<file path="config.mk">
export PLATFORM = sky130hd
export DESIGN_NAME = pulse_dir_encoder_counter_rpm
export DESIGN_NICKNAME = d
export VERILOG_FILES = /design/src/hdl/pdec_pkg.sv /design/src/hdl/pdec_div.sv /design/src/hdl/pulse_dir_encoder_counter_rpm.sv
export SDC_FILE = /design/constraint.sdc
export NUM_CORES = 2
export LEC_CHECK = 0
export BUFFER_PORTS_ARGS = -buffer_cell sky130_fd_sc_hd__buf_2
export CAP_MARGIN = 20
export CELL_PAD_IN_SITES_DETAIL_PLACEMENT = 1
export CELL_PAD_IN_SITES_GLOBAL_PLACEMENT = 2
export CORE_AREA = 2 2 447 449
export DETAILED_ROUTE_END_ITERATION = 7
export DIE_AREA = 0 0 449 451
export GPL_ROUTABILITY_DRIVEN = 0
export PLACE_DENSITY_LB_ADDON = 0.1
export SYNTH_ARGS = -nofsm -noshare
export SYNTH_HDL_FRONTEND = slang
export SYNTH_SLANG_ARGS = --single-unit
</file>
<file path="constraint.sdc">
create_clock -name clk -period 12.4 [get_ports clk]
set_input_delay 2.48 -clock clk [delete_from_list [all_inputs] [get_ports clk]]
set_output_delay 2.48 -clock clk [all_outputs]
set_load 0.005 [all_outputs]
</file>
<file path="src/hdl/pdec_pkg.sv">
// shared constants and types of the encoder counter
package pdec_pkg;

  localparam int NUM_CHANNELS_DEF = 4;

  // request kinds
  localparam logic [1:0] KIND_PIN   = 2'd0;
  localparam logic [1:0] KIND_QUERY = 2'd1;
  localparam logic [1:0] KIND_SET   = 2'd2;

  // register indexes
  localparam logic [2:0] REG_DIR_INVERT = 3'd0;
  localparam logic [2:0] REG_RES0       = 3'd1;
  localparam logic [2:0] REG_RES3       = 3'd4;
  localparam logic [2:0] REG_MIN_PERIOD = 3'd5;

  // speed constants
  localparam logic [31:0] STILL_PERIOD_US   = 32'd1000000;
  localparam logic [31:0] USEC_PER_MINUTE   = 32'd60000000;
  localparam logic [31:0] MIN_COUNTS        = 32'd10;
  localparam logic [31:0] MIN_PERIOD_RESET  = 32'd10000000;

  // divider widths: numerator mag*60e6 < 2^57, denominator res*elapsed < 2^48
  localparam int RPM_W = 16;
  localparam int NUM_W = 57;
  localparam int DEN_W = 48;
  localparam int DVD_W = NUM_W + 2;
  localparam int DSR_W = DEN_W + 1;
  localparam int CNT_W = $clog2(DVD_W + 1);

  localparam logic [RPM_W-1:0] RPM_MAX = '1;

  typedef enum logic [2:0] {
    S_IDLE,
    S_EXEC,
    S_QCHK,
    S_MUL_NUM,
    S_MUL_DEN,
    S_DIV_START,
    S_DIV_WAIT,
    S_RESULT
  } state_t;

endpackage

</file>
<file path="src/hdl/pdec_div.sv">
// restoring divider, one quotient bit per cycle, saturating to 16 bits
module pdec_div (
  input  logic                         clk,
  input  logic                         rst,
  input  logic                         start,
  input  logic [pdec_pkg::DVD_W-1:0]   dividend,
  input  logic [pdec_pkg::DSR_W-1:0]   divisor,
  output logic                         done,
  output logic [pdec_pkg::RPM_W-1:0]   quotient
);
  import pdec_pkg::*;

  logic             busy;
  logic [CNT_W-1:0] cnt;
  logic [DVD_W-1:0] dvd;
  logic [DSR_W-1:0] dsr;
  logic [DSR_W-1:0] rem;
  logic [RPM_W-1:0] q;
  logic             sat;
  logic [DSR_W:0]   trial;
  logic [DSR_W:0]   diff;
  logic             ge;

  // shared compare and subtract
  assign trial = {rem, dvd[DVD_W-1]};
  assign diff  = trial - {1'b0, dsr};
  assign ge    = trial >= {1'b0, dsr};

  // control
  always_ff @(posedge clk) begin
    if (rst) begin
      busy <= 1'b0;
      done <= 1'b0;
      cnt  <= '0;
    end else begin
      done <= 1'b0;
      if (start) begin
        busy <= 1'b1;
        cnt  <= CNT_W'(DVD_W);
      end else if (busy) begin
        cnt <= cnt - 1'b1;
        if (cnt == CNT_W'(1)) begin
          busy <= 1'b0;
          done <= 1'b1;
        end
      end
    end
  end

  // datapath
  always_ff @(posedge clk) begin
    if (start) begin
      dvd <= dividend;
      dsr <= divisor;
      rem <= '0;
      q   <= '0;
      sat <= 1'b0;
    end else if (busy) begin
      rem <= ge ? diff[DSR_W-1:0] : trial[DSR_W-1:0];
      dvd <= {dvd[DVD_W-2:0], 1'b0};
      q   <= {q[RPM_W-2:0], ge};
      sat <= sat | q[RPM_W-1];
    end
  end

  assign quotient = sat ? RPM_MAX : q;

endmodule

</file>
<file path="src/hdl/pulse_dir_encoder_counter_rpm.sv">
// top level: encoder counters, speed sequencer and result register
//
//  channel   signals                                   handshake
//  in        kind channel pulse_levels changed_pins    in_valid / in_ready
//            dir_levels new_position time_us
//  out       position speed_rpm                        out_valid / out_ready
//  cfg       cfg_index cfg_data                        cfg_we (no wait)
//
// pin and set requests go from the execute state to the result state; a query to a valid
// channel that computes nothing passes the check state between them. the next request is
// taken the cycle after the result register loads. a query that computes a new speed runs
// the 59 steps of the serial divider and its done cycle, after two passes through the
// shared 32x32 multiplier.
// one request is in work at a time; the next is accepted while a result waits.
// rst is synchronous and clears all counts, samples, speeds and configuration registers.
module pulse_dir_encoder_counter_rpm #(
  parameter int NUM_CHANNELS = pdec_pkg::NUM_CHANNELS_DEF
) (
  input  logic               clk,
  input  logic               rst,
  input  logic               cfg_we,
  input  logic [2:0]         cfg_index,
  input  logic [31:0]        cfg_data,
  input  logic               in_valid,
  output logic               in_ready,
  input  logic [1:0]         kind,
  input  logic [1:0]         channel,
  input  logic [3:0]         pulse_levels,
  input  logic [3:0]         changed_pins,
  input  logic [3:0]         dir_levels,
  input  logic signed [31:0] new_position,
  input  logic [31:0]        time_us,
  output logic               out_valid,
  input  logic               out_ready,
  output logic signed [31:0] position,
  output logic [15:0]        speed_rpm
);
  import pdec_pkg::*;

  localparam int CH_W = (NUM_CHANNELS > 1) ? $clog2(NUM_CHANNELS) : 1;

  state_t state, state_next;

  // configuration
  logic [3:0]  dir_invert;
  logic [15:0] res [NUM_CHANNELS];
  logic [31:0] min_period;
  logic [2:0]  res_sel;

  // channel state
  logic [31:0]      count    [NUM_CHANNELS];
  logic [31:0]      scount   [NUM_CHANNELS];
  logic [31:0]      stime    [NUM_CHANNELS];
  logic [RPM_W-1:0] held     [NUM_CHANNELS];

  // latched request
  logic [1:0]  kind_r;
  logic [1:0]  ch_r;
  logic [3:0]  pulse_r;
  logic [3:0]  changed_r;
  logic [3:0]  dir_r;
  logic [31:0] newpos_r;
  logic [31:0] time_r;

  logic [CH_W-1:0] ci;
  logic            ch_ok;

  // query working registers
  logic [31:0] delta_r;
  logic [31:0] elapsed_r;
  logic [31:0] mag;
  logic [31:0] mag_r;
  logic        q_still;
  logic        q_move;
  logic        q_compute;

  // shared multiplier
  logic [31:0]      mul_a;
  logic [31:0]      mul_b;
  logic [63:0]      prod_r;
  logic [NUM_W-1:0] num_r;

  // divider link
  logic             div_start;
  logic             div_done;
  logic [DVD_W-1:0] div_dividend;
  logic [DSR_W-1:0] div_divisor;
  logic [RPM_W-1:0] div_q;

  logic load_out;

  assign ci    = ch_r[CH_W-1:0];
  assign ch_ok = {1'b0, ch_r} < 3'(NUM_CHANNELS);

  // query decision
  assign mag       = delta_r[31] ? (32'd0 - delta_r) : delta_r;
  assign q_still   = (mag == 32'd0);
  assign q_move    = !q_still && ((mag >= MIN_COUNTS) || (elapsed_r > min_period))
                     && (res[ci] != 16'd0);
  assign q_compute = q_move && (elapsed_r != 32'd0);

  // next state
  always_comb begin
    state_next = state;
    unique case (state)
      S_IDLE:      if (in_valid) state_next = S_EXEC;
      S_EXEC:      state_next = (ch_ok && kind_r == KIND_QUERY) ? S_QCHK : S_RESULT;
      S_QCHK:      state_next = q_compute ? S_MUL_NUM : S_RESULT;
      S_MUL_NUM:   state_next = S_MUL_DEN;
      S_MUL_DEN:   state_next = S_DIV_START;
      S_DIV_START: state_next = S_DIV_WAIT;
      S_DIV_WAIT:  if (div_done) state_next = S_RESULT;
      S_RESULT:    if (!out_valid || out_ready) state_next = S_IDLE;
      default:     state_next = S_IDLE;
    endcase
  end

  // fsm outputs
  always_comb begin
    in_ready  = 1'b0;
    div_start = 1'b0;
    load_out  = 1'b0;
    mul_a     = mag_r;
    mul_b     = USEC_PER_MINUTE;
    unique case (state)
      S_IDLE:      in_ready = 1'b1;
      S_MUL_DEN: begin
        mul_a = {16'd0, res[ci]};
        mul_b = elapsed_r;
      end
      S_DIV_START: div_start = 1'b1;
      S_RESULT:    load_out = !out_valid || out_ready;
      default:     ;
    endcase
  end

  always_ff @(posedge clk) begin
    if (rst) begin
      state <= S_IDLE;
    end else begin
      state <= state_next;
    end
  end

  // configuration writes
  assign res_sel = cfg_index - REG_RES0;

  always_ff @(posedge clk) begin
    if (rst) begin
      dir_invert <= '0;
      min_period <= MIN_PERIOD_RESET;
      for (int i = 0; i < NUM_CHANNELS; i++) begin
        res[i] <= '0;
      end
    end else if (cfg_we) begin
      unique case (cfg_index) inside
        REG_DIR_INVERT: dir_invert <= cfg_data[3:0];
        [REG_RES0:REG_RES3]: begin
          if (res_sel < 3'(NUM_CHANNELS)) res[res_sel[CH_W-1:0]] <= cfg_data[15:0];
        end
        REG_MIN_PERIOD: min_period <= cfg_data;
        default: ;
      endcase
    end
  end

  // request capture
  always_ff @(posedge clk) begin
    if (in_valid && in_ready) begin
      kind_r    <= kind;
      ch_r      <= channel;
      pulse_r   <= pulse_levels;
      changed_r <= changed_pins;
      dir_r     <= dir_levels;
      newpos_r  <= new_position;
      time_r    <= time_us;
    end
  end

  // query operands and multiplier pipeline
  always_ff @(posedge clk) begin
    if (state == S_EXEC) begin
      delta_r   <= count[ci] - scount[ci];
      elapsed_r <= time_r - stime[ci];
    end
    if (state == S_QCHK) mag_r <= mag;
    if (state == S_MUL_DEN) num_r <= prod_r[NUM_W-1:0];
    prod_r <= mul_a * mul_b;
  end

  // divider operands: (2*num + den) / (2*den)
  assign div_dividend = DVD_W'({num_r, 1'b0}) + DVD_W'(prod_r[DEN_W-1:0]);
  assign div_divisor  = {prod_r[DEN_W-1:0], 1'b0};

  pdec_div u_div (
    .clk      (clk),
    .rst      (rst),
    .start    (div_start),
    .dividend (div_dividend),
    .divisor  (div_divisor),
    .done     (div_done),
    .quotient (div_q)
  );

  // channel state updates
  always_ff @(posedge clk) begin
    if (rst) begin
      for (int i = 0; i < NUM_CHANNELS; i++) begin
        count[i]  <= '0;
        scount[i] <= '0;
        stime[i]  <= '0;
        held[i]   <= '0;
      end
    end else begin
      case (state)
        S_EXEC: begin
          if (ch_ok && kind_r == KIND_PIN) begin
            for (int i = 0; i < NUM_CHANNELS; i++) begin
              if (changed_r[i] && pulse_r[i]) begin
                count[i] <= (dir_r[i] ^ dir_invert[i]) ? count[i] + 32'd1
                                                       : count[i] - 32'd1;
              end
            end
          end else if (ch_ok && kind_r == KIND_SET) begin
            count[ci] <= newpos_r;
          end
        end
        S_QCHK: begin
          if (q_still) begin
            if (elapsed_r > STILL_PERIOD_US) begin
              stime[ci] <= time_r;
              held[ci]  <= held[ci] >> 1;
            end
          end else if (q_move && !q_compute) begin
            // no time elapsed: saturate
            held[ci]   <= RPM_MAX;
            scount[ci] <= count[ci];
            stime[ci]  <= time_r;
          end
        end
        S_DIV_WAIT: begin
          if (div_done) begin
            held[ci]   <= div_q;
            scount[ci] <= count[ci];
            stime[ci]  <= time_r;
          end
        end
        default: ;
      endcase
    end
  end

  // result register
  always_ff @(posedge clk) begin
    if (rst) begin
      out_valid <= 1'b0;
    end else if (load_out) begin
      out_valid <= 1'b1;
    end else if (out_ready) begin
      out_valid <= 1'b0;
    end
  end

  always_ff @(posedge clk) begin
    if (load_out) begin
      position  <= ch_ok ? count[ci] : 32'd0;
      speed_rpm <= ch_ok ? held[ci] : 16'd0;
    end
  end

endmodule

</file>
==> flow_summary.toml <==
[outcome]
outcome = "finished clean"

[routing]
drtIter0Drc = 3764
drt_wl_total_um = 273000
ant_nets = 0
drcViolationCount = 0
via_count = 61357
first_pass_iters = 7
via_per_inst = 5.47
wl_per_cell_um = 24.4

[job]
cap_viol_max_count = 0

[sta]
worst_pin_slew_ns = 1.13
drv_slew = 0
slew_headroom_pct = 24.4
finalSetupTns_ns = 0
clock.fmax_mhz = 94.5
rsz0062_at_grt = "no"
period_minus_slack_ns = 10.58
fin_skew_ns = 0.0489
finalHoldViolCount = 0
period_share_pct = 85.3
setup_viol = 0

[grt]
grt_max_degree = 121
antenna_found_initial = 27
grt_first_pass_wirelength_um = 417000
grt_overflow = 0
grt_usage_pct = 27.2
grt_pass1_vias = 67060

[cts]
post-cts-setup-buffers = 0
postCtsHoldBufs = 0
clock_sink_count = 1073
cts_root_buf = "clkbuf_16"
cts_tree = "done"
clk_latency_ns = 0.82
clk_pin_slew_worst_paths_ns = 0.06
cts_htree_levels = 4
cts-resized-gates = 0
clockBufferDepth = 3
cts_made_buffers = 130

[yosys]
synth_area_leader_cell = "edfxtp_1"
yosys_warnings = 0
yosysTopAreaCellShare_pct = 31.2
synth_cell_types = 85
seq_area_frac_synth_pct = 35.2
syn_inst = 8045
avgSynthCellArea_um2 = 10.8
ys_seq_elements = 1073
synthTopCellsByArea = "edfxtp_1, fa_1, ha_1"
synth_common_cells = "inv_1, edfxtp_1, fa_1, nand2_1, ha_1"
async_reset_ff_share_pct = 0
syn_area_um2 = 86600
synth_edf_count = 900
synth.most_common_cell = "inv_1"
synthFlopType = "edfxtp_1"

[worst_setup_path]
crit_arrival_ns = 11.34
crit_top_cell = "fa_1"
cp_slowest_cell = "o21ai_0"
crit_type = "reg -> reg"
required_ns = 13.16
cp-end-kind = "flip-flop"
critPathLaunchType = "flip-flop"
max_stage_delay_ns = 0.80
rr_worst_depth = 27
cp_max_fo = 114

[floorplan]
core_um2 = 198000
dieArea_um2 = 202000
die_w_um = 449
io_pins = 170
row_count = 164
fp.dieH_um = 451
start_util_pct = 43.7

[final_layout]
drive_gt1_share_pct = 7.94
area_growth_pct = 10.9
nFillCells = 21381
final_net_count = 9979

[worst_hold_path]
min_path_cells = 0
hold_class = "reg -> reg"

[placed_design]
portBuffers = 169
dp_hpwl_um = 210000
flip-flops by register name, summed over array words and instances (netlist names), 32 cells and up, named ones only:
name and flops:
count 128, delta_r 32, elapsed_r 32, held 64, mag_r 32, min_period 32, newpos_r 32, num_r 57
position 32, prod_r 57, res 64, scount 128, stime 128, time_r 32, u_div.dsr 48, u_div.dvd 59
u_div.rem 49
layout by cell type, fill, tap and decap left out, drive strengths merged, types with 91 or more instances in the layout:
cell type,n
dfxtp,173
xor2,112
mux4,127
conb,325
and2,238
and3,463
nor2,307
nand2,648
o21ai,359
inv,1229
ha,538
xnor2,230
clkbuf,166
a21o,208
fa,885
a21oi,380
nand3,91
buf,264
edfxtp,900
per-stage QoR:
stage          hold WS [ns]  cells  area (µm²)  worst slack [ns]  util (%)
6_report              0.416  11212       96100              1.82      48.5
5_1_grt               0.415  11206       96100              1.40      48.5
4_1_cts               0.411  11198       96100              1.90      48.5
3_5_place_dp          0.391  10959       91800              1.91      46.3
3_3_place_gp          0.426  10959       91800              2.13      46.3
2_1_floorplan         0.386   8368       87900              2.41         -
final timing paths:
| path | from | end | slack, ns |
|---|---|---|---|
| setup / recovery | state[2] | prod_r[50] | 1.82 |
| setup reg to reg | state[2] | prod_r[50] | 1.82 |
| hold / removal | prod_r[49] | num_r[49] | 0.42 |
| hold reg to reg | prod_r[49] | num_r[49] | 0.42 |
critical path: cells and delay by family (launching register included):
kind / cells / cell delay, ns
adders and majority gates: 9 / 4.21
AOI/OAI and AO/OA: 7 / 2.41
and+or+nand+nor: 6 / 1.63
buffers and inverters: 5 / 1.45
DFF: 1 / 0.71
cells by family (layout without fill, tap and decap cells):
family / count (synthesis) / after routing / synth area share (%)
AOI/OAI and AO/OA: 1343 / 1343 / 9.73
xor gates and xnor gates: 342 / 342 / 3.46
adders and majority gates: 1423 / 1423 / 28.2
buffers and inverters: 1549 / 1724 / 6.80
DFF: 1073 / 1073 / 35.2
muxes: 196 / 196 / 4.11
other: 2 / 338 / 0.00867
and+or+nand+nor: 2117 / 2117 / 12.5
cell type report:
| class | instances | area [µm²] | area share, % |
|---|---|---|---|
| clock buffers | 166 | 3480 | 3.62 |
| repair buffers | 264 | 1620 | 1.68 |
| clock inverters | 73 | 835 | 0.868 |
| flip-flops and latches | 1073 | 30500 | 31.7 |
| diodes | 13 | 32.5 | 0.0338 |
| well taps | 2656 | 3320 | 3.46 |
| multi-input cells | 5746 | 51700 | 53.8 |
| inverters | 1221 | 4590 | 4.78 |
layer usage:
metal / track usage [%] / wire length, µm / up-vias
li1: - / - / 27879
met1: 34.5 / 115000 / 31804
met2: 47.8 / 137000 / 1265
met3: 2.70 / 9950 / 401
met4: 10.5 / 11400 / 8
met5: 0 / 78 / -
Power is left out: the tool's default activity adds up to more than one toggle a clock period on the data nets, which glitch-free logic cannot reach.
